`src/design/shm_pkg.sv`:
```
package shm_pkg;

    localparam int ID_W        = 8;
    localparam int TIME_W      = 32;
    localparam int SW_CNT_W    = 5;
    localparam int CFG_IDX_W   = 3;
    localparam int CFG_DATA_W  = 32;
    localparam int QUEUE_DEPTH = 2;

    typedef enum logic [CFG_IDX_W-1:0] {
        REG_PRIMARY_ID     = 3'd0,
        REG_FALLBACK_ID    = 3'd1,
        REG_STALE_TICKS    = 3'd2,
        REG_FB_WARN_TICKS  = 3'd3,
        REG_FB_ERROR_TICKS = 3'd4,
        REG_SW_WARN_COUNT  = 3'd5,
        REG_SW_ERROR_COUNT = 3'd6,
        REG_WINDOW_TICKS   = 3'd7
    } cfg_reg_t;

    typedef enum logic [1:0] {
        LVL_OK    = 2'd0,
        LVL_WARN  = 2'd1,
        LVL_ERROR = 2'd2,
        LVL_STALE = 2'd3
    } level_t;

    typedef enum logic [3:0] {
        RSN_NONE      = 4'd0,
        RSN_TIMEOUT   = 4'd1,
        RSN_PRIMARY   = 4'd2,
        RSN_FALLBACK  = 4'd3,
        RSN_UNKNOWN   = 4'd4,
        RSN_FB_LONG   = 4'd5,
        RSN_FB_WARN   = 4'd6,
        RSN_EXCESSIVE = 4'd7,
        RSN_UNSTABLE  = 4'd8
    } reason_t;

    typedef enum logic {
        OP_TICK   = 1'b0,
        OP_REPORT = 1'b1
    } op_kind_t;

    typedef struct packed {
        op_kind_t          kind;
        logic [ID_W-1:0]   id;
    } op_t;

    typedef struct packed {
        logic [ID_W-1:0]     primary_id;
        logic [ID_W-1:0]     fallback_id;
        logic [TIME_W-1:0]   stale_ticks;
        logic [TIME_W-1:0]   fb_warn_ticks;
        logic [TIME_W-1:0]   fb_error_ticks;
        logic [SW_CNT_W-1:0] sw_warn_count;
        logic [SW_CNT_W-1:0] sw_error_count;
        logic [TIME_W-1:0]   window_ticks;
    } cfg_t;

    localparam logic [ID_W-1:0]     RST_PRIMARY_ID     = 8'd0;
    localparam logic [ID_W-1:0]     RST_FALLBACK_ID    = 8'd1;
    localparam logic [TIME_W-1:0]   RST_STALE_TICKS    = 32'd3000;
    localparam logic [TIME_W-1:0]   RST_FB_WARN_TICKS  = 32'd10000;
    localparam logic [TIME_W-1:0]   RST_FB_ERROR_TICKS = 32'd60000;
    localparam logic [SW_CNT_W-1:0] RST_SW_WARN_COUNT  = 5'd3;
    localparam logic [SW_CNT_W-1:0] RST_SW_ERROR_COUNT = 5'd10;
    localparam logic [TIME_W-1:0]   RST_WINDOW_TICKS   = 32'd60000;

endpackage

```
`src/design/shm_in_if.sv`:
```
interface shm_in_if;

    logic                        valid;
    logic                        ready;
    logic                        cmd;
    logic [shm_pkg::ID_W-1:0]    source_id;

    modport source (output valid, output cmd, output source_id, input ready);
    modport sink   (input valid, input cmd, input source_id, output ready);

endinterface

```
`src/design/shm_out_if.sv`:
```
interface shm_out_if #(
    parameter int CNT_W = 5
);

    logic                        valid;
    logic                        ready;
    logic [1:0]                  level;
    logic [3:0]                  reason;
    logic [CNT_W-1:0]            ring_count;
    logic [shm_pkg::TIME_W-1:0]  fallback_ticks;
    logic [shm_pkg::TIME_W-1:0]  idle_ticks;
    logic [shm_pkg::ID_W-1:0]    active_source;

    modport source (
        output valid, output level, output reason, output ring_count,
        output fallback_ticks, output idle_ticks, output active_source,
        input ready
    );
    modport sink (
        input valid, input level, input reason, input ring_count,
        input fallback_ticks, input idle_ticks, input active_source,
        output ready
    );

endinterface

```
`src/design/shm_ram.sv`:
```
module shm_ram #(
    parameter int WIDTH = 32,
    parameter int DEPTH = 16,
    localparam int ADDR_W = (DEPTH > 1) ? $clog2(DEPTH) : 1
) (
    input  logic              clk,
    input  logic              we,
    input  logic [ADDR_W-1:0] waddr,
    input  logic [WIDTH-1:0]  wdata,
    input  logic [ADDR_W-1:0] raddr,
    output logic [WIDTH-1:0]  rdata
);

    logic [WIDTH-1:0] mem_reg [DEPTH];
    logic [WIDTH-1:0] rdata_reg;

    always_ff @(posedge clk)
    begin
        if (we)
        begin
            mem_reg[waddr] <= wdata;
        end
        rdata_reg <= mem_reg[raddr];
    end

    assign rdata = rdata_reg;

endmodule

```
`src/design/shm_front.sv`:
```
module shm_front (
    input  logic            clk,
    input  logic            rst_n,
    shm_in_if.sink          item,
    output logic            op_valid,
    output shm_pkg::op_t    op,
    input  logic            op_pop
);

    localparam int PTR_W = (shm_pkg::QUEUE_DEPTH > 1) ? $clog2(shm_pkg::QUEUE_DEPTH) : 1;
    localparam int CNT_W = $clog2(shm_pkg::QUEUE_DEPTH + 1);
    localparam logic [PTR_W-1:0] PTR_LAST = PTR_W'(shm_pkg::QUEUE_DEPTH - 1);
    localparam logic [CNT_W-1:0] CNT_FULL = CNT_W'(shm_pkg::QUEUE_DEPTH);

    shm_pkg::op_t     q_reg [shm_pkg::QUEUE_DEPTH];
    logic [PTR_W-1:0] wr_ptr_reg;
    logic [PTR_W-1:0] rd_ptr_reg;
    logic [CNT_W-1:0] count_reg;
    shm_pkg::op_t     op_in;
    logic             push;
    logic             pop;

    // classify: a tick carries no id
    always_comb
    begin
        op_in.kind = item.cmd ? shm_pkg::OP_REPORT : shm_pkg::OP_TICK;
        op_in.id   = item.cmd ? item.source_id : '0;
    end

    assign item.ready = (count_reg != CNT_FULL);
    assign push       = item.valid && item.ready;
    assign op_valid   = (count_reg != '0);
    assign pop        = op_pop && op_valid;
    assign op         = q_reg[rd_ptr_reg];

    always_ff @(posedge clk)
    begin
        if (push)
        begin
            q_reg[wr_ptr_reg] <= op_in;
        end
    end

    always_ff @(posedge clk or negedge rst_n)
    begin
        if (!rst_n)
        begin
            wr_ptr_reg <= '0;
            rd_ptr_reg <= '0;
            count_reg  <= '0;
        end
        else
        begin
            if (push)
            begin
                wr_ptr_reg <= (wr_ptr_reg == PTR_LAST) ? '0 : wr_ptr_reg + 1'b1;
            end
            if (pop)
            begin
                rd_ptr_reg <= (rd_ptr_reg == PTR_LAST) ? '0 : rd_ptr_reg + 1'b1;
            end
            if (push && !pop)
            begin
                count_reg <= count_reg + 1'b1;
            end
            else if (pop && !push)
            begin
                count_reg <= count_reg - 1'b1;
            end
        end
    end

endmodule

```
`src/design/shm_back.sv`:
```
module shm_back #(
    parameter int SWITCH_DEPTH = 16,
    localparam int IDX_W = (SWITCH_DEPTH > 1) ? $clog2(SWITCH_DEPTH) : 1,
    localparam int CNT_W = $clog2(SWITCH_DEPTH + 1)
) (
    input  logic            clk,
    input  logic            rst_n,
    input  shm_pkg::cfg_t   cfg,
    input  logic            op_valid,
    input  shm_pkg::op_t    op,
    output logic            op_pop,
    shm_out_if.source       status
);

    localparam int TW    = shm_pkg::TIME_W;
    localparam int CMP_W = (CNT_W > shm_pkg::SW_CNT_W) ? CNT_W : shm_pkg::SW_CNT_W;
    localparam logic [IDX_W-1:0] IDX_LAST   = IDX_W'(SWITCH_DEPTH - 1);
    localparam logic [CNT_W-1:0] FILL_FULL  = CNT_W'(SWITCH_DEPTH);
    localparam logic [CNT_W:0]   DEPTH_WIDE = (CNT_W + 1)'(SWITCH_DEPTH);

    typedef enum logic [2:0] {
        S_IDLE,
        S_RD,
        S_CMP,
        S_DIFF,
        S_OUT
    } state_t;

    state_t                       state_reg;
    logic [TW-1:0]                tick_reg;
    logic [TW-1:0]                last_reg;
    logic [TW-1:0]                fb_start_reg;
    logic                         seen_reg;
    logic                         in_fb_reg;
    logic [shm_pkg::ID_W-1:0]     cur_reg;
    logic [IDX_W-1:0]             head_reg;
    logic [CNT_W-1:0]             fill_reg;
    logic [TW-1:0]                idle_reg;
    logic [TW-1:0]                fb_reg;

    logic                         out_valid_reg;
    logic [1:0]                   out_level_reg;
    logic [3:0]                   out_reason_reg;
    logic [CNT_W-1:0]             out_count_reg;
    logic [TW-1:0]                out_fb_reg;
    logic [TW-1:0]                out_idle_reg;
    logic [shm_pkg::ID_W-1:0]     out_src_reg;

    logic                         is_switch;
    logic                         ring_we;
    logic [IDX_W-1:0]             ring_waddr;
    logic [CNT_W:0]               tail_sum;
    logic [IDX_W-1:0]             head_inc;
    logic [TW-1:0]                ring_rdata;
    logic                         aged;
    shm_pkg::level_t              lvl;
    shm_pkg::reason_t             rsn;
    logic [CMP_W-1:0]             fill_cmp;
    logic [CMP_W-1:0]             sw_warn_cmp;
    logic [CMP_W-1:0]             sw_err_cmp;
    logic                         out_free;

    assign op_pop    = (state_reg == S_IDLE) && op_valid;
    assign is_switch = (op.kind == shm_pkg::OP_REPORT) && seen_reg && (op.id != cur_reg);
    assign ring_we   = op_pop && is_switch;

    // tail slot = (head + fill) mod depth, the sum stays below twice the depth
    assign tail_sum   = (CNT_W + 1)'(head_reg) + (CNT_W + 1)'(fill_reg);
    assign head_inc   = (head_reg == IDX_LAST) ? '0 : head_reg + 1'b1;
    always_comb
    begin
        if (fill_reg != FILL_FULL)
        begin
            ring_waddr = (tail_sum >= DEPTH_WIDE) ? IDX_W'(tail_sum - DEPTH_WIDE)
                                                  : IDX_W'(tail_sum);
        end
        else
        begin
            ring_waddr = head_reg;
        end
    end

    shm_ram #(
        .WIDTH (TW),
        .DEPTH (SWITCH_DEPTH)
    ) u_ring (
        .clk   (clk),
        .we    (ring_we),
        .waddr (ring_waddr),
        .wdata (tick_reg),
        .raddr (head_reg),
        .rdata (ring_rdata)
    );

    assign aged = (fill_reg != '0) && ((tick_reg - ring_rdata) > cfg.window_ticks);

    assign fill_cmp    = CMP_W'(fill_reg);
    assign sw_warn_cmp = CMP_W'(cfg.sw_warn_count);
    assign sw_err_cmp  = CMP_W'(cfg.sw_error_count);

    always_comb
    begin
        if (!seen_reg)
        begin
            lvl = shm_pkg::LVL_STALE;
            rsn = shm_pkg::RSN_NONE;
        end
        else if (idle_reg > cfg.stale_ticks)
        begin
            lvl = shm_pkg::LVL_STALE;
            rsn = shm_pkg::RSN_TIMEOUT;
        end
        else
        begin
            if (cur_reg == cfg.primary_id)
            begin
                lvl = shm_pkg::LVL_OK;
                rsn = shm_pkg::RSN_PRIMARY;
            end
            else if (cur_reg == cfg.fallback_id)
            begin
                lvl = shm_pkg::LVL_WARN;
                rsn = shm_pkg::RSN_FALLBACK;
            end
            else
            begin
                lvl = shm_pkg::LVL_ERROR;
                rsn = shm_pkg::RSN_UNKNOWN;
            end
            if (in_fb_reg)
            begin
                if (fb_reg > cfg.fb_error_ticks && lvl < shm_pkg::LVL_ERROR)
                begin
                    lvl = shm_pkg::LVL_ERROR;
                    rsn = shm_pkg::RSN_FB_LONG;
                end
                else if (fb_reg > cfg.fb_warn_ticks && lvl < shm_pkg::LVL_WARN)
                begin
                    lvl = shm_pkg::LVL_WARN;
                    rsn = shm_pkg::RSN_FB_WARN;
                end
            end
            if (fill_cmp > sw_err_cmp && lvl < shm_pkg::LVL_ERROR)
            begin
                lvl = shm_pkg::LVL_ERROR;
                rsn = shm_pkg::RSN_EXCESSIVE;
            end
            else if (fill_cmp > sw_warn_cmp && lvl < shm_pkg::LVL_WARN)
            begin
                lvl = shm_pkg::LVL_WARN;
                rsn = shm_pkg::RSN_UNSTABLE;
            end
        end
    end

    assign out_free = !out_valid_reg || status.ready;

    always_ff @(posedge clk or negedge rst_n)
    begin
        if (!rst_n)
        begin
            state_reg      <= S_IDLE;
            tick_reg       <= '0;
            last_reg       <= '0;
            fb_start_reg   <= '0;
            seen_reg       <= 1'b0;
            in_fb_reg      <= 1'b0;
            cur_reg        <= '0;
            head_reg       <= '0;
            fill_reg       <= '0;
            idle_reg       <= '0;
            fb_reg         <= '0;
            out_valid_reg  <= 1'b0;
            out_level_reg  <= '0;
            out_reason_reg <= '0;
            out_count_reg  <= '0;
            out_fb_reg     <= '0;
            out_idle_reg   <= '0;
            out_src_reg    <= '0;
        end
        else
        begin
            // clear on transfer unless the next result loads in this cycle
            if (status.valid && status.ready && state_reg != S_OUT)
            begin
                out_valid_reg <= 1'b0;
            end
            case (state_reg)
                S_IDLE:
                begin
                    if (op_valid)
                    begin
                        if (op.kind == shm_pkg::OP_TICK)
                        begin
                            tick_reg  <= tick_reg + 1'b1;
                            state_reg <= S_DIFF;
                        end
                        else
                        begin
                            if (is_switch)
                            begin
                                if (fill_reg != FILL_FULL)
                                begin
                                    fill_reg <= fill_reg + 1'b1;
                                end
                                else
                                begin
                                    head_reg <= head_inc;
                                end
                                state_reg <= S_RD;
                            end
                            else
                            begin
                                state_reg <= S_DIFF;
                            end
                            if (op.id == cfg.fallback_id &&
                                (cur_reg != cfg.fallback_id || !seen_reg))
                            begin
                                fb_start_reg <= tick_reg;
                                in_fb_reg    <= 1'b1;
                            end
                            else if (op.id == cfg.primary_id)
                            begin
                                in_fb_reg <= 1'b0;
                            end
                            cur_reg  <= op.id;
                            last_reg <= tick_reg;
                            seen_reg <= 1'b1;
                        end
                    end
                end
                S_RD:
                begin
                    state_reg <= S_CMP;
                end
                S_CMP:
                begin
                    if (aged)
                    begin
                        head_reg  <= head_inc;
                        fill_reg  <= fill_reg - 1'b1;
                        state_reg <= S_RD;
                    end
                    else
                    begin
                        state_reg <= S_DIFF;
                    end
                end
                S_DIFF:
                begin
                    idle_reg  <= tick_reg - last_reg;
                    fb_reg    <= in_fb_reg ? (tick_reg - fb_start_reg) : '0;
                    state_reg <= S_OUT;
                end
                S_OUT:
                begin
                    if (out_free)
                    begin
                        out_valid_reg  <= 1'b1;
                        out_level_reg  <= lvl;
                        out_reason_reg <= rsn;
                        out_count_reg  <= fill_reg;
                        out_fb_reg     <= seen_reg ? fb_reg : '0;
                        out_idle_reg   <= seen_reg ? idle_reg : '0;
                        out_src_reg    <= seen_reg ? cur_reg : '0;
                        state_reg      <= S_IDLE;
                    end
                end
                default:
                begin
                    state_reg <= S_IDLE;
                end
            endcase
        end
    end

    assign status.valid          = out_valid_reg;
    assign status.level          = out_level_reg;
    assign status.reason         = out_reason_reg;
    assign status.ring_count     = out_count_reg;
    assign status.fallback_ticks = out_fb_reg;
    assign status.idle_ticks     = out_idle_reg;
    assign status.active_source  = out_src_reg;

endmodule

```
`src/design/source_health_monitor_core.sv`:
```
// Channel   Dir   Payload                                              Transfer
// --------  ----  ---------------------------------------------------  ------------------
// item      in    cmd (tick/report), source_id[7:0]                    valid & ready
// status    out   level, reason, ring_count, fallback_ticks,           valid & ready
//                 idle_ticks, active_source
// cfg       in    cfg_we, cfg_index[2:0], cfg_wdata[31:0]              cfg_we
//
// A tick or a report that is not a source switch passes the back end's update,
//   difference and result states. A switch adds a ring read and compare, repeated
//   for each aged entry dropped from the switch ring; the single-read-port ring
//   RAM with its registered read sets that per-entry cost.
// A 2-entry queue sits between front and back, so item stays ready while the
//   back end works; it drops ready only when the queue is full.
// The status register holds a result until it is taken; the back end stalls
//   only when it has its next result ready and that register is still full.
// Reset: all control state clears at once; the ring needs no clearing pass
//   because only entries counted by the fill level are ever read.
module source_health_monitor_core #(
    parameter int SWITCH_DEPTH = 16
) (
    input  logic                               clk,
    input  logic                               rst_n,
    shm_in_if.sink                             item,
    shm_out_if.source                          status,
    input  logic                               cfg_we,
    input  logic [shm_pkg::CFG_IDX_W-1:0]      cfg_index,
    input  logic [shm_pkg::CFG_DATA_W-1:0]     cfg_wdata
);

    shm_pkg::cfg_t   cfg_reg;
    logic            op_valid;
    shm_pkg::op_t    op;
    logic            op_pop;

    // Configuration registers: take the low bits of the write data, hold otherwise.
    always_ff @(posedge clk or negedge rst_n)
    begin
        if (!rst_n)
        begin
            cfg_reg.primary_id     <= shm_pkg::RST_PRIMARY_ID;
            cfg_reg.fallback_id    <= shm_pkg::RST_FALLBACK_ID;
            cfg_reg.stale_ticks    <= shm_pkg::RST_STALE_TICKS;
            cfg_reg.fb_warn_ticks  <= shm_pkg::RST_FB_WARN_TICKS;
            cfg_reg.fb_error_ticks <= shm_pkg::RST_FB_ERROR_TICKS;
            cfg_reg.sw_warn_count  <= shm_pkg::RST_SW_WARN_COUNT;
            cfg_reg.sw_error_count <= shm_pkg::RST_SW_ERROR_COUNT;
            cfg_reg.window_ticks   <= shm_pkg::RST_WINDOW_TICKS;
        end
        else if (cfg_we)
        begin
            case (shm_pkg::cfg_reg_t'(cfg_index))
                shm_pkg::REG_PRIMARY_ID:
                    cfg_reg.primary_id <= cfg_wdata[shm_pkg::ID_W-1:0];
                shm_pkg::REG_FALLBACK_ID:
                    cfg_reg.fallback_id <= cfg_wdata[shm_pkg::ID_W-1:0];
                shm_pkg::REG_STALE_TICKS:
                    cfg_reg.stale_ticks <= cfg_wdata[shm_pkg::TIME_W-1:0];
                shm_pkg::REG_FB_WARN_TICKS:
                    cfg_reg.fb_warn_ticks <= cfg_wdata[shm_pkg::TIME_W-1:0];
                shm_pkg::REG_FB_ERROR_TICKS:
                    cfg_reg.fb_error_ticks <= cfg_wdata[shm_pkg::TIME_W-1:0];
                shm_pkg::REG_SW_WARN_COUNT:
                    cfg_reg.sw_warn_count <= cfg_wdata[shm_pkg::SW_CNT_W-1:0];
                shm_pkg::REG_SW_ERROR_COUNT:
                    cfg_reg.sw_error_count <= cfg_wdata[shm_pkg::SW_CNT_W-1:0];
                shm_pkg::REG_WINDOW_TICKS:
                    cfg_reg.window_ticks <= cfg_wdata[shm_pkg::TIME_W-1:0];
                default:
                begin
                end
            endcase
        end
    end

    // Front end: accept and classify each transfer, queue it for the back end.
    shm_front u_front (
        .clk      (clk),
        .rst_n    (rst_n),
        .item     (item),
        .op_valid (op_valid),
        .op       (op),
        .op_pop   (op_pop)
    );

    // Back end: advance time, track source and fallback, prune the switch ring,
    // grade the status and hold it in the output register.
    shm_back #(
        .SWITCH_DEPTH (SWITCH_DEPTH)
    ) u_back (
        .clk      (clk),
        .rst_n    (rst_n),
        .cfg      (cfg_reg),
        .op_valid (op_valid),
        .op       (op),
        .op_pop   (op_pop),
        .status   (status)
    );

endmodule

```
`src/flat_wrapper.sv`:
```
// flat-port wrapper written by rule: the top's interface ports become plain ports
module source_health_monitor_core_flat 
#(
    parameter int SWITCH_DEPTH = 16
)
  (clk, rst_n, cfg_we, cfg_index, cfg_wdata, item_valid, item_cmd, item_source_id, item_ready, status_valid, status_level, status_reason, status_ring_count, status_fallback_ticks, status_idle_ticks, status_active_source, status_ready);
  shm_in_if item_i ();
  shm_out_if status_i ();
  input  logic clk;
  input  logic rst_n;
  input  logic cfg_we;
  input  logic [shm_pkg::CFG_IDX_W-1:0] cfg_index;
  input  logic [shm_pkg::CFG_DATA_W-1:0] cfg_wdata;
  input wire logic [$bits(item_i.valid)-1:0] item_valid;
  input wire logic [$bits(item_i.cmd)-1:0] item_cmd;
  input wire logic [$bits(item_i.source_id)-1:0] item_source_id;
  output wire logic [$bits(item_i.ready)-1:0] item_ready;
  output wire logic [$bits(status_i.valid)-1:0] status_valid;
  output wire logic [$bits(status_i.level)-1:0] status_level;
  output wire logic [$bits(status_i.reason)-1:0] status_reason;
  output wire logic [$bits(status_i.ring_count)-1:0] status_ring_count;
  output wire logic [$bits(status_i.fallback_ticks)-1:0] status_fallback_ticks;
  output wire logic [$bits(status_i.idle_ticks)-1:0] status_idle_ticks;
  output wire logic [$bits(status_i.active_source)-1:0] status_active_source;
  input wire logic [$bits(status_i.ready)-1:0] status_ready;
  assign item_i.valid = item_valid;
  assign item_i.cmd = item_cmd;
  assign item_i.source_id = item_source_id;
  assign item_ready = item_i.ready;
  assign status_valid = status_i.valid;
  assign status_level = status_i.level;
  assign status_reason = status_i.reason;
  assign status_ring_count = status_i.ring_count;
  assign status_fallback_ticks = status_i.fallback_ticks;
  assign status_idle_ticks = status_i.idle_ticks;
  assign status_active_source = status_i.active_source;
  assign status_i.ready = status_ready;
  source_health_monitor_core #(.SWITCH_DEPTH(SWITCH_DEPTH)) u_core (.clk(clk), .rst_n(rst_n), .item(item_i), .status(status_i), .cfg_we(cfg_we), .cfg_index(cfg_index), .cfg_wdata(cfg_wdata));
endmodule
```
`config.mk`:
```
export PLATFORM = sky130hd
export DESIGN_NAME = source_health_monitor_core_flat
export DESIGN_NICKNAME = d
export VERILOG_FILES = /design/src/design/shm_pkg.sv /design/src/design/shm_in_if.sv /design/src/design/shm_out_if.sv /design/src/design/shm_ram.sv /design/src/design/shm_front.sv /design/src/design/shm_back.sv /design/src/design/source_health_monitor_core.sv /design/src/flat_wrapper.sv
export SDC_FILE = /design/constraint.sdc
export NUM_CORES = 2
export LEC_CHECK = 0
export ABC_AREA = 1
export BUFFER_PORTS_ARGS = -buffer_cell sky130_fd_sc_hd__buf_4
export CORE_MARGIN = 8
export CORE_UTILIZATION = 35
export DETAILED_ROUTE_END_ITERATION = 6
export PLACE_DENSITY = 0.54
export SYNTH_ARGS = -nofsm -noshare
export SYNTH_HDL_FRONTEND = slang
export SYNTH_SLANG_ARGS = --single-unit
```
`constraint.sdc`:
```
create_clock -name clk -period 6.6 [get_ports clk]
set_input_delay 0.66 -clock clk [delete_from_list [all_inputs] [get_ports clk]]
set_output_delay 0.66 -clock clk [all_outputs]
set_load 0.03 [all_outputs]
```
==> impl_metrics.csv <==
group,metric,value,unit
logic_synthesis,synth_cells,4817,
setup_path,endpoint_kind,"flip-flop",
route,antenna_left,0,
place,gp_congestion,0.9202,
clock_tree,hold_buffers,1,
timing,tns,0,ns
clock_tree,post_cts_buffers,0,
setup_path,crit_fanout,20,
logic_synthesis,yosys-top-cells-area,"edfxtp_1, dfrtp_1, o21ai_0, nand2_1, ha_1",
finish,fillCellCount,13030,
finish,postLayoutCellArea,0.05377,mm2
floorplan,fp-row-count,134,
route,firstDrtPassIters,6,
floorplan,die_h,383.0,um
floorplan,ioPinCount,134,
place,dp_slack,1.613,ns
timing,fmax,0.2014,GHz
global_routing,grt_pass1_vias,34330,
place,dpl.hpwl,99420,um
outcome,status,"completed",
timing,slew_headroom,14.90,%
logic_synthesis,synth-edff-count,530,
clock_tree,cts_max_level,3,
finish,drive_gt1_share,9.347,%
clock_tree,cts-resized-gates,0,
logic_synthesis,synthesis.nets,5111,
route,via_count,35000,
place,port_buffers,133,
finish,final_cell_count_no_fill,6808,
finish,final_nets,5245,
clock_tree,clock-sinks,986,
floorplan,fp.dieArea,0.1467,mm2
clock_tree,numCtsBuffers,105,
timing,setup_slack,1.634,ns
finish,final_common_cell,"nand2_1",
setup_path,critical_path_required,7.19,ns
logic_synthesis,ys_seq_elements,986,
global_routing,overflow,0,
timing,period_share,75.25,%
finish,largest_reg_flops,512,
global_routing,grt_pass1_wl,222700,um
logic_synthesis,yosysWarnings,0,
timing,fin_crit,4.966,ns
clock_tree,insertion_delay,0.72,ns
global_routing,track_usage,19.69,%
timing,grt_setup_unrepaired,"no",
hold_path,hold_class,"in2reg",
timing,timing.hold.ws,0.1695,ns
global_routing,grt_max_degree,220,
timing,hold_viol,0,
timing,maxSlewViolCount,0,
finish,mostFrequentLayoutCells,"nand2_1, o21ai_0, inv_1",
route,routed_wirelength,146900,um
logic_synthesis,syn_avg_cell_area,9.784,um2
flow_run,maxCapViolCount,0,
timing,fin_worst_skew,0.02669,ns
timing,setup_viol,0,
power_and_ir_drop,p_leak,22.82,nW
finish,syn2layout_area_growth,14.08,%
power_and_ir_drop,ir_drop,0.3543,mV
floorplan,chipWidth,383.0,um
setup_path,start_kind,"flip-flop",
route,vias_per_cell,5.141,
logic_synthesis,synth_top_area_share,33.77,%
clock_tree,cts_tree,"yes",
place,placed_area,0.05036,mm2
setup_path,cp.arrival,5.56,ns
logic_synthesis,seq_area_frac_synth,57.72,%
floorplan,start_util,35.27,%
logic_synthesis,ys_types,57,
setup_path,critPathKind,"reg2reg",
route,dr.first_iter.drc_count,3406,
logic_synthesis,ys.flop_type,"edfxtp_1",
route,wl_per_cell,21.58,um
clock_tree,clockBufferDepth,3,
logic_synthesis,synth.largest_area_cell,"edfxtp_1",
clock_tree,clkTransAtPathRegs,0.06,ns
route,drc,0,
place,dp.cells,6611,
logic_synthesis,ys_async_sr_fraction,43.00,%
clock_tree,clock-root-buffer,"clkbuf_16",
global_routing,antenna_found_initial,5,
floorplan,core_area,0.1336,mm2
timing,tightestPinTransition,1.277,ns
logic_synthesis,syn-cell-area,0.04713,mm2
power_and_ir_drop,powerDensity,414.1,mW/mm2
-- cells in the mapped netlist, types with 9 or more instances --
cell      number
nand3_1      138
a21oi_1      219
dfxtp_1       32
o21ai_1       14
o22ai_1       94
nor2_1       445
inv_1        540
ha_1         240
dfrtp_1      393
nand4_1       53
o21a_1        16
o221ai_1      55
nand2_1      869
nor3_1        32
clkbuf_1     159
a31oi_1       10
o21ai_0      652
o211ai_1      20
xor2_1        72
or2_2         10
edfxtp_1     530
xnor2_1       32
a21o_1         9
o21ai_2       23
a22o_1        26
o21bai_1      12
dfstp_2       31
nor4_1        10
-- final cells by class --
cell class	count	area (um2)	area share, %
flip-flops and latches	986	27210	50.61
multi-input cells	3106	17300	32.17
clock buffers	151	2995	5.571
well taps	1768	2212	4.114
inverters	550	2071	3.851
repair buffers	202	1577	2.932
clock inverters	44	397.9	0.7400
diodes	1	2.502	0.004654
-- metrics by stage --
step | power [mW] | utilization, %
final | 22.26 | 40.24
after global routing | 23.70 | 40.24
after CTS | 22.41 | 40.24
after detailed placement | 16.51 | 37.69
after global placement | 16.45 | 37.69
after floorplan | 13.48 | -
-- kinds of logic (layout without fill, tap and decap cells) --
logic type	Yosys count	after routing	share of synthesized area, %
and+or+nand+nor	1593	1593	14.00
AOI/OAI and AO/OA	1164	1164	13.88
DFF	986	986	57.72
buffers and inverters	725	947	5.888
adders and majority gates	245	245	6.584
xor gates and xnor gates	104	104	1.933
other	0	1	0
-- critical path: stages (launching register included) --
cell      delay (ns)
dfrtp_1         0.71
inv_1           0.31
ha_1            0.29
inv_1           0.09
nand3_1         0.07
nand2_1         0.12
nand2_1         0.08
nand2_1         0.11
a21boi_0        0.14
o21ai_0         0.45
nand2_1         0.09
nand2_1         0.18
nand3b_1        0.12
nand3_1         0.08
nand2_1         0.10
ha_1            0.31
nand2_1         0.07
nor2_1          0.14
nand4_1         0.15
nor2_1          0.20
o21ai_0         0.11
nand2_1         0.08
nand2_1         0.15
nand2_1         0.32
nand3_1         0.24
nand2_1         0.11
nand2_1         0.05
-- metal layers --
metal,routed length (um),vias up,global-route usage (%)
met2,68280,858,32.00
met4,2764,0,4.811
li1,-,16760,-
met5,0,-,0
met1,68580,17230,28.09
met3,7313,155,2.330
-- path summary, 6_finish.rpt --
kind	from	end	slack (ns)	cells past startpoint
worst max-delay path	u_core.u_back.tick_reg[0]	u_core.u_back.fill_cmp[3]	1.63	26
min in group asynchronous	rst_n	u_core.cfg_reg[92]	0.51	2
max in group asynchronous	rst_n	u_core.u_back.tick_reg[14]	4.77	3
worst min register to register	u_core.u_back.fb_start_reg[2]	u_core.u_back.fb_start_reg[2]	0.48	2
worst min-delay path	cfg_wdata[28]	u_core.cfg_reg[28]	0.17	3
worst max register to register	u_core.u_back.tick_reg[0]	u_core.u_back.fill_cmp[3]	1.63	26
-- power by group --
part           internal [mW]  total [mW]  switching, mW  leakage [nW]
Clock                   3.35        5.86           2.50          1.65
Combinational           2.51        8.04           5.52          10.8
Sequential              7.58        8.37          0.795          10.4
Total                   13.4        22.3           8.82          22.8
Note: power is estimated with default switching activity, not from simulation.
